**src/hw/rtl/dhte_pkg.sv**
```systemverilog
`default_nettype none
package dhte_pkg;
    typedef enum logic [1:0] {
        OP_INSERT = 2'd0,
        OP_SEARCH = 2'd1,
        OP_DELETE = 2'd2,
        OP_UNUSED = 2'd3
    } op_t;

    typedef enum logic [2:0] {
        ST_INSERTED  = 3'd0,
        ST_DUPLICATE = 3'd1,
        ST_FOUND     = 3'd2,
        ST_NOT_FOUND = 3'd3,
        ST_DELETED   = 3'd4,
        ST_FULL      = 3'd5,
        ST_BAD_KEY   = 3'd6
    } status_t;

    localparam int unsigned TABLE_SIZE  = 1024;
    localparam int unsigned IDX_W       = $clog2(TABLE_SIZE);
    localparam int unsigned STEP_PRIME  = 31;
    localparam int unsigned COUNT_W     = 11;
    localparam logic [COUNT_W-1:0] LOAD_LIMIT_RESET = 11'd512;

    // controller -> datapath
    typedef struct packed {
        logic clear;      // clear one key slot after reset
        logic load;       // capture request, start probe
        logic advance;    // go to next slot
        logic rd;         // read key/tomb at probe index
        logic wr_insert;  // write key + names at target
        logic wr_tomb;    // mark tombstone at hit slot
        logic rd_names;   // read names at hit slot
        logic done;       // emit result
        status_t status;
    } dhte_cmd_t;

    // datapath -> controller
    typedef struct packed {
        logic    clear_last;
        logic    bad_key;
        logic    full_limit;
        logic    slot_empty;
        logic    slot_hit;
        logic    last_try;
        logic    have_tomb;
        op_t     op;
    } dhte_stat_t;
endpackage
`default_nettype wire

```
**src/hw/rtl/dhte_ctrl.sv**
```systemverilog
`default_nettype none
module dhte_ctrl
    import dhte_pkg::*;
(
    input  wire logic       clk,
    input  wire logic       rst_n,
    input  wire logic       start,
    output logic            busy,
    input  wire dhte_stat_t stat,
    output dhte_cmd_t       cmd
);
    typedef enum logic [2:0] {
        S_CLEAR, S_IDLE, S_CHECK, S_READ, S_EVAL, S_NAMES, S_DONE
    } state_t;

    state_t  state_reg, state_next;
    status_t st_reg, st_next;

    always_comb
    begin
        state_next    = state_reg;
        st_next       = st_reg;
        cmd           = '0;
        cmd.status    = st_reg;
        case (state_reg)
            S_CLEAR:
            begin
                cmd.clear = 1'b1;
                if (stat.clear_last)
                    state_next = S_IDLE;
            end
            S_IDLE:
            begin
                if (start)
                begin
                    cmd.load   = 1'b1;
                    state_next = S_CHECK;
                end
            end
            S_CHECK:
            begin
                if (stat.bad_key)
                begin
                    st_next    = ST_BAD_KEY;
                    state_next = S_DONE;
                end
                else if (stat.op == OP_INSERT && stat.full_limit)
                begin
                    st_next    = ST_FULL;
                    state_next = S_DONE;
                end
                else
                begin
                    cmd.rd     = 1'b1;
                    state_next = S_EVAL;
                end
            end
            S_READ:
            begin
                cmd.rd     = 1'b1;
                state_next = S_EVAL;
            end
            S_EVAL:
            begin
                if (stat.slot_empty)
                begin
                    if (stat.op == OP_INSERT)
                    begin
                        cmd.wr_insert = 1'b1;
                        st_next       = ST_INSERTED;
                    end
                    else
                        st_next = ST_NOT_FOUND;
                    state_next = S_DONE;
                end
                else if (stat.slot_hit)
                begin
                    case (stat.op)
                        OP_INSERT:
                        begin
                            st_next    = ST_DUPLICATE;
                            state_next = S_DONE;
                        end
                        OP_DELETE:
                        begin
                            cmd.wr_tomb = 1'b1;
                            st_next     = ST_DELETED;
                            state_next  = S_DONE;
                        end
                        default:
                        begin
                            cmd.rd_names = 1'b1;
                            st_next      = ST_FOUND;
                            state_next   = S_NAMES;
                        end
                    endcase
                end
                else if (stat.last_try)
                begin
                    cmd.advance = 1'b1;
                    if (stat.op == OP_INSERT)
                    begin
                        // tombstone captured during this advance is not yet visible
                        st_next    = ST_FULL;
                        state_next = S_NAMES;
                    end
                    else
                    begin
                        st_next    = ST_NOT_FOUND;
                        state_next = S_DONE;
                    end
                end
                else
                begin
                    cmd.advance = 1'b1;
                    state_next  = S_READ;
                end
            end
            S_NAMES:
            begin
                if (st_reg == ST_FULL && stat.have_tomb)
                begin
                    cmd.wr_insert = 1'b1;
                    st_next       = ST_INSERTED;
                end
                state_next = S_DONE;
            end
            S_DONE:
            begin
                cmd.done   = 1'b1;
                state_next = S_IDLE;
            end
            default: state_next = S_IDLE;
        endcase
    end

    always_ff @(posedge clk or negedge rst_n)
    begin
        if (!rst_n)
        begin
            state_reg <= S_CLEAR;
            st_reg    <= ST_NOT_FOUND;
        end
        else
        begin
            state_reg <= state_next;
            st_reg    <= st_next;
        end
    end

    assign busy = (state_reg != S_IDLE);
endmodule
`default_nettype wire

```
**config.mk**
```make
export PLATFORM = sky130hd
export DESIGN_NAME = dhte_ctrl
export DESIGN_NICKNAME = d
export VERILOG_FILES = /design/src/hw/rtl/dhte_pkg.sv /design/src/hw/rtl/dhte_ctrl.sv
export SDC_FILE = /design/constraint.sdc
export NUM_CORES = 1
export LEC_CHECK = 0
export ABC_AREA = 0
export BUFFER_PORTS_ARGS = -buffer_cell sky130_fd_sc_hd__buf_2
export CORE_AREA = 2 2 39 41
export CTS_CLUSTER_SIZE = 30
export DETAILED_ROUTE_END_ITERATION = 10
export DIE_AREA = 0 0 41 43
export PLACE_DENSITY = 0.7
export SYNTH_ARGS = -nofsm -noshare
export SYNTH_HDL_FRONTEND = slang
export SYNTH_SLANG_ARGS = --single-unit
```
**constraint.sdc**
```tcl
create_clock -name clk -period 1.66 [get_ports clk]
set_input_delay 0.249 -clock clk [delete_from_list [all_inputs] [get_ports clk]]
set_output_delay 0.249 -clock clk [all_outputs]
set_load 0.1 [all_outputs]
```
==> results.txt, run 1 <==
----------------------------------------------------
[Clocking]
  Clock latency at the later pin of the worst-skew pair ... roughly 0.26 ns
  Clock tree root buffer cell ... sky130_fd_sc_hd__clkbuf_4
  Number of levels in the clock H-tree ... 1
  Max Root-Sink Buffers ... 2
  Clock buffers created by TritonCTS ... 3
  TritonCTS clock tree ... built
  Clock-pin slew reported for the worst setup and hold paths after clock tree synthesis ... 0.05 ns
  Number of sinks on the clock net ... 6

[STA]
  Maximum clock frequency ... 0.585 GHz
  Final critical path time including I/O delays and setup ... 1.71 ns
  Number of hold-slack violations in the final timing report ... 0
  Worst slew pin tran ... 0.485 ns
  Max Slew Vio Count ... 0
  Post-route fraction of the period consumed by the critical path ... 103%
  Fin Clk Skew ... 0.00554 ns
  Setup-failing EPs final ... 2
  Setup repair after global routing missed its margin ... true
  Worst setup slack after layout ... -0.0481 ns
  Max-Slew Margin vs Limit ... 67.9%

[Critical path]
  Biggest fanout along the worst timing path ... 2
  Worst Reg-to-Reg Cells ... 4
  Type of element launching the critical path ... flip-flop
  Reg-to-reg slack, setup ... -0.03 ns
  Worst Path Required ... 1.41 ns
  Setup CP Type ... flip-flop to output pin
  Reg-to-reg critical path endpoint ... st_reg[2]
  Timing endpoint of the critical path ... cmd[6]
  Arr. time, crit path ... about 1.5 ns
  Capturing element type of the critical path ... output pin
  Crit. Startpoint ... st_reg[1]
  RR Startpoint ... st_reg[0]

[Min path]
  Count of cells along the worst hold path ... 3
  Worst Hold Class ... input pin to flip-flop
  Worst Hold Launch ... stat[3]

[Detailed routing]
  DR vias ... around 650
  Number of detailed-routing iterations run before antenna repair ... 4
  Drc violations ... 0
  Post-route antenna net violation count ... 0
  Per-cell routed wire length ... 13.6 um
  Average via count per standard cell ... between 5 and 6
  Routed wire length ... 1.60 mm
  First DRT Iteration DRCs ... 28

[Place]
  Number of port buffers ... 23
  Placed Area ... 885 um2
  Placed wire-length estimate ... 1.17 mm
  Weighted congestion reported at the end of routability-driven placement ... 0.805
  Cells after DPL ... 107
  Worst slack after detailed placement ... around 0.07 ns

[Global route]
  Total track usage ... 22.4%
  Pin count of the biggest net entering global routing ... 10
  Global-route wire length before repair ... 2.64 mm
  Initial antenna violation count ... 0
  GR Overflow Total ... 0
  Number of global-route vias before repair ... 558

[Power]
  Cell Pwr Density ... 2320 mW/mm2
  Leak pwr ... 0.000433 uW
  Peak supply drop ... around 1.2 mV
  Total power ... 2300 uW

[Layout]
  # diodes ... 0
  Area delta synth->final ... 85.3%
  Layout cell share with drive strength beyond 1 ... slightly above 60%
  Final cell count without fillers ... 117
  Post-route design area ... 992 um2
  Most used cells in the layout excluding fill and tap cells ... 14 x sky130_fd_sc_hd__buf_2, 11 x sky130_fd_sc_hd__buf_4, 9 x sky130_fd_sc_hd__nor2_1, 9 x sky130_fd_sc_hd__buf_12, 5 x sky130_fd_sc_hd__nand2_1
  Number of nets in the layout ... 114
  Most common cell after layout, fill and taps aside ... sky130_fd_sc_hd__buf_2
  Utilization after layout ... 71.7%

[Run status]
  Failing checks ... negative setup slack
  Result of the run ... finished, violations left

[Synthesis]
  Yosys synthesis warning count ... 0
  Cell type with the largest total area after synthesis ... sky130_fd_sc_hd__dfrtp_1
  Mean Syn Cell Area ... 7.99 um2
  Synthesized netlist net count ... 79
  Register bit count reported by yosys ... 6
  Area share of the leading cell type in the synthesized netlist ... 18.7%
  Post-Synthesis Cells ... 67
  Main area contributors after synthesis ... sky130_fd_sc_hd__dfrtp_1 19%, sky130_fd_sc_hd__nor2_1 11%, sky130_fd_sc_hd__dfstp_2 9.8%, sky130_fd_sc_hd__mux2_4 8.4%, sky130_fd_sc_hd__buf_2 4.7%
  Summed instance area of the synthesized netlist ... 536 um2
  Portion of the post-synthesis area used by sequential elements ... between 20% and 30%
  Number of library cell types mapped by synthesis ... 28

[Floorplanning]
  Effective utilization at floorplan ... 38.7%
  Standard-cell rows ... 14
  Horizontal die dimension ... 41 um
  IO Pins ... 24
  Die Span Y ... 43 um
  Core Box Area ... 0.00138 mm2
  Full die area ... 0.00176 mm2

[Flow run]
  Max-cap check violation count ... 0

----------------------------------------------------
==> where the power goes <==
| part | internal [uW] | switching [uW] |
|---|---|---|
| logic | 688 | 1120 |
| registers | 260 | 75.8 |
| clock network | 92.1 | 69.7 |
==> worst max-delay path, cell delays in order, from the launching register on <==
cell and delay [ns]:
sky130_fd_sc_hd__dfstp_4 0.60, sky130_fd_sc_hd__and4b_1 0.21, sky130_fd_sc_hd__a21oi_2 0.18, sky130_fd_sc_hd__nor2_4 0.05
sky130_fd_sc_hd__buf_12 0.16
==> synthesized netlist by cell type <==
cell type / instances
sky130_fd_sc_hd__nor2_1: 15
sky130_fd_sc_hd__nand2_1: 6
sky130_fd_sc_hd__buf_2: 5
sky130_fd_sc_hd__a21oi_1: 4
sky130_fd_sc_hd__dfrtp_1: 4
sky130_fd_sc_hd__and3_1: 3
sky130_fd_sc_hd__mux2_4: 3
sky130_fd_sc_hd__o21ai_1: 3
sky130_fd_sc_hd__dfstp_2: 2
sky130_fd_sc_hd__nand2b_1: 2
sky130_fd_sc_hd__nor3_1: 2
sky130_fd_sc_hd__o21ai_0: 2
sky130_fd_sc_hd__a211o_1: 1
sky130_fd_sc_hd__a211oi_1: 1
sky130_fd_sc_hd__and4b_1: 1
sky130_fd_sc_hd__inv_2: 1
sky130_fd_sc_hd__nand2b_4: 1
sky130_fd_sc_hd__nor2b_1: 1
sky130_fd_sc_hd__nor3b_1: 1
sky130_fd_sc_hd__nor3b_2: 1
sky130_fd_sc_hd__nor4_2: 1
sky130_fd_sc_hd__nor4b_1: 1
sky130_fd_sc_hd__o21a_1: 1
sky130_fd_sc_hd__o22ai_1: 1
sky130_fd_sc_hd__o311ai_1: 1
sky130_fd_sc_hd__o31a_4: 1
sky130_fd_sc_hd__o31ai_1: 1
sky130_fd_sc_hd__xnor2_1: 1
==> area by class of cell <==
| cell class | instances | area [um2] |
|---|---|---|
| clock buffers | 4 | 26.3 |
| fillers | 101 | 392 |
| inverters | 1 | 3.75 |
| multi-input cells | 55 | 437 |
| flip-flops and latches | 6 | 163 |
| well taps | 16 | 20.0 |
| repair buffers | 35 | 343 |
==> worst min-delay path by stage <==
stage / to
3_3_place_gp: state_reg[1]
3_5_place_dp: state_reg[2]
6_report: state_reg[2]
4_1_cts: state_reg[2]
5_1_grt: state_reg[2]
2_1_floorplan: st_reg[2]
==> per-stage QoR <==
| step | hold slack, ns | setup TNS (ns) |
|---|---|---|
| after floorplan | -0.0466 | -1.06 |
| after global routing | 0.337 | -0.227 |
| after global placement | 0.0824 | 0 |
| after CTS | 0.295 | -0.0495 |
| after detailed placement | 0.0838 | 0 |
| final | 0.309 | -0.0764 |
==> cells by family after synthesis <==
group                     count (synthesis)  synth area share [%]
AOI/OAI and AO/OA                        16                  20.3
xor gates and xnor gates                  1                  1.64
buffers and inverters                     6                  5.37
DFF                                       6                  28.5
muxes                                     3                  8.41
and+or+nand+nor                          35                  35.7
==> what timing repair did <==
item | CTS | global route
pin swaps | 3 | 2
setup buffers | 4 | 1
hold buffers | 1 | 0
endpoints found under the hold margin | 4 | 0
endpoints found under the setup margin | 3 | 6
gates resized for setup | 5 | 3
==> metal layers <==
metal / vias to the layer above / GRT usage [%] / routed length (um)
met5: - / 0 / 0
met4: 0 / 12.0 / 53
met3: 7 / 4.19 / 117
met2: 41 / 31.3 / 768
met1: 294 / 31.5 / 656
li1: 306 / - / -
(Power assumes the default switching activity.)
==> run 2, diff against run 1 <==
--- a/config.mk
+++ b/config.mk
@@ -12,6 +12,7 @@
 export DETAILED_ROUTE_END_ITERATION = 10
 export DIE_AREA = 0 0 41 43
 export PLACE_DENSITY = 0.7
+export SKIP_CTS_REPAIR_TIMING = 1
 export SYNTH_ARGS = -nofsm -noshare
 export SYNTH_HDL_FRONTEND = slang
 export SYNTH_SLANG_ARGS = --single-unit
==> run 2 against run 1 <==
The flow still finishes with violations (negative setup slack). Clock power down 2%. Routed wire length fell by 7.6%. Critical path depth stayed put. Non-clock buffer count decreased by 3. Sequential power grew 2%. Sequential share of layout area is 0.53 points higher. Count of clock-buffer cells in the layout is the same. Utilization down 2.3 points. Power is 3.4% lower. Worst setup slack better by 0.0053 ns. Clock skew fell by 0.00051 ns. Hold slack worse by 0.012 ns.
==> results.txt, run 2 (synthesis results as in run 1) <==
----------------------------------------------------
[Power]
  Switching part of the total ... 55.3%
  Relative contribution of the clock network to total power ... around 7%
  Net Sw Power ... 1230 uW
  Leak pwr ... 0.000417 uW
  Internal ... 995 uW
  Total power ... approximately 2200 uW
  Sequential share of power ... 15.4%
  Cell Pwr Density ... approximately 2300 mW/mm2
  Peak supply drop ... 1.15 mV
  Combinational power share ... 77.5%

[Critical path]
  Worst Path Required ... 1.41 ns
  Slowest-stage cell, CP ... sky130_fd_sc_hd__dfstp_4
  Arr. time, crit path ... 1.45 ns
  Crit-path cells ... and4b_1 -> a21oi_2 -> nor2_4 -> buf_12
  Worst path max stage delay ... 0.60 ns
  Biggest fanout along the worst timing path ... 2
  Capturing element type of the critical path ... output pin
  Setup CP Type ... flip-flop to output pin
  Type of element launching the critical path ... flip-flop

[Place]
  Weighted congestion reported at the end of routability-driven placement ... 0.805
  Number of port buffers ... 23
  Placed wire-length estimate ... ~1.2 mm
  Placed Area ... 885 um2

[Layout]
  # diodes ... 0
  Filler cell count ... 104
  Most common cell after layout, fill and taps aside ... sky130_fd_sc_hd__buf_2
  Post-route design area ... around 960 um2
  Layout cell share with drive strength beyond 1 ... about three fifths
  Most used cells in the layout excluding fill and tap cells ... 14 x sky130_fd_sc_hd__buf_2, 9 x sky130_fd_sc_hd__nor2_1, 9 x sky130_fd_sc_hd__buf_12, 8 x sky130_fd_sc_hd__buf_4, 5 x sky130_fd_sc_hd__nand2_1
  Number of nets in the layout ... 111
  Area delta synth->final ... 79.4%

[Detailed routing]
  First DRT Iteration DRCs ... 13
  Number of detailed-routing iterations run before antenna repair ... 4
  DR vias ... 607
  Per-cell routed wire length ... around 13 um
  Drc violations ... 0
  Average via count per standard cell ... 5.32
  Post-route antenna net violation count ... 0
  Routed wire length ... 1.47 mm

[STA]
  Setup-failing EPs final ... 1
  Maximum clock frequency ... 0.587 GHz
  Max-Slew Margin vs Limit ... 67.6%
  Max Slew Vio Count ... 0
  Post-route fraction of the period consumed by the critical path ... 103%
  Worst slew pin tran ... between 0.4 and 0.5 ns
  Worst setup slack after layout ... -0.0428 ns
  Fin Clk Skew ... 0.00503 ns
  Setup repair after global routing missed its margin ... true
  Number of hold-slack violations in the final timing report ... 0
  Final critical path time including I/O delays and setup ... 1.70 ns

[Clocking]
  Clock buffers created by TritonCTS ... 3
  Number of sinks on the clock net ... 6
  Number of levels in the clock H-tree ... 1
  Clock latency at the later pin of the worst-skew pair ... 0.26 ns
  TritonCTS clock tree ... built
  Max Root-Sink Buffers ... 2
  Clock-pin slew reported for the worst setup and hold paths after clock tree synthesis ... ~0.05 ns
  Clock tree root buffer cell ... sky130_fd_sc_hd__clkbuf_4

[Global route]
  Number of global-route vias before repair ... 546
  Global-route wire length before repair ... 2.48 mm
  Initial antenna violation count ... 0
  Pin count of the biggest net entering global routing ... 10
  Total track usage ... 21.0%
  GR Overflow Total ... 0

[Floorplanning]
  Effective utilization at floorplan ... 38.7%
  Horizontal die dimension ... between 40 and 50 um
  Standard-cell rows ... 14
  IO Pins ... 24
  Core Box Area ... 0.00138 mm2
  Full die area ... 0.00176 mm2
  Die Span Y ... 43 um

[Flow run]
  Max-cap check violation count ... 0

[Run status]
  Failing checks ... negative setup slack
  Result of the run ... finished, violations left

[Min path]
  Worst Hold Class ... input pin to flip-flop

----------------------------------------------------
run 2: worst max-delay path, delay by kind of cell (launching register included):
kind | cells | cell delay [ns]
buffers and inverters | 1 | 0.16
AND/OR/NAND/NOR | 2 | 0.25
flip-flops | 1 | 0.60
AO/OA/AOI/OAI | 1 | 0.18
run 2: cell type report:
| cell class | instances | area, um2 | area share [%] |
|---|---|---|---|
| multi-input cells | 55 | 428 | 44.5 |
| well taps | 16 | 20.0 | 2.08 |
| repair buffers | 32 | 320 | 33.3 |
| clock buffers | 4 | 26.3 | 2.73 |
| inverters | 1 | 3.75 | 0.391 |
| flip-flops and latches | 6 | 163 | 16.9 |
run 2: path summary, 6_finish.rpt:
check,endpoint,start,depth (start not counted),slack [ns]
setup / recovery,cmd[6],st_reg[1],4,-0.04
hold / removal,state_reg[2],stat[3],3,0.30
setup reg to reg,st_reg[2],st_reg[0],4,0.05
hold reg to reg,st_reg[2],st_reg[2],1,0.54
max in group asynchronous,st_reg[0],rst_n,2,1.10
min in group asynchronous,st_reg[2],rst_n,2,0.34
run 2: power by group through the flow:
stage	clock [uW]	sequential (uW)	combinational [uW]
CTS	162	344	1640
global route	175	352	1810
detailed placement	0	346	1640
finish	158	343	1730
floorplan	0	580	931
global placement	0	336	1620
run 2: per-layer routing:
| metal | wire length [um] | global-route usage (%) | vias to the layer above |
|---|---|---|---|
| met1 | 655 | 30.2 | 276 |
| met2 | 691 | 28.1 | 25 |
| met4 | 47 | 12.0 | 0 |
| met5 | 0 | 0 | - |
| li1 | - | - | 301 |
| met3 | 79 | 4.19 | 5 |
run 2: per-stage QoR:
| step | std cells | utilization (%) | setup TNS (ns) | setup WS [ns] | hold slack [ns] |
|---|---|---|---|---|---|
| after floorplan | 67 | - | -1.06 | -0.299 | -0.0466 |
| after CTS | 111 | 65.8 | -0.227 | -0.149 | -0.195 |
| after global placement | 107 | 63.9 | 0 | 0.101 | 0.0824 |
| after global routing | 114 | 69.4 | -0.170 | -0.0928 | 0.331 |
| final | 114 | 69.4 | -0.0428 | -0.0428 | 0.297 |
| after detailed placement | 107 | 63.9 | 0 | 0.0698 | 0.0838 |
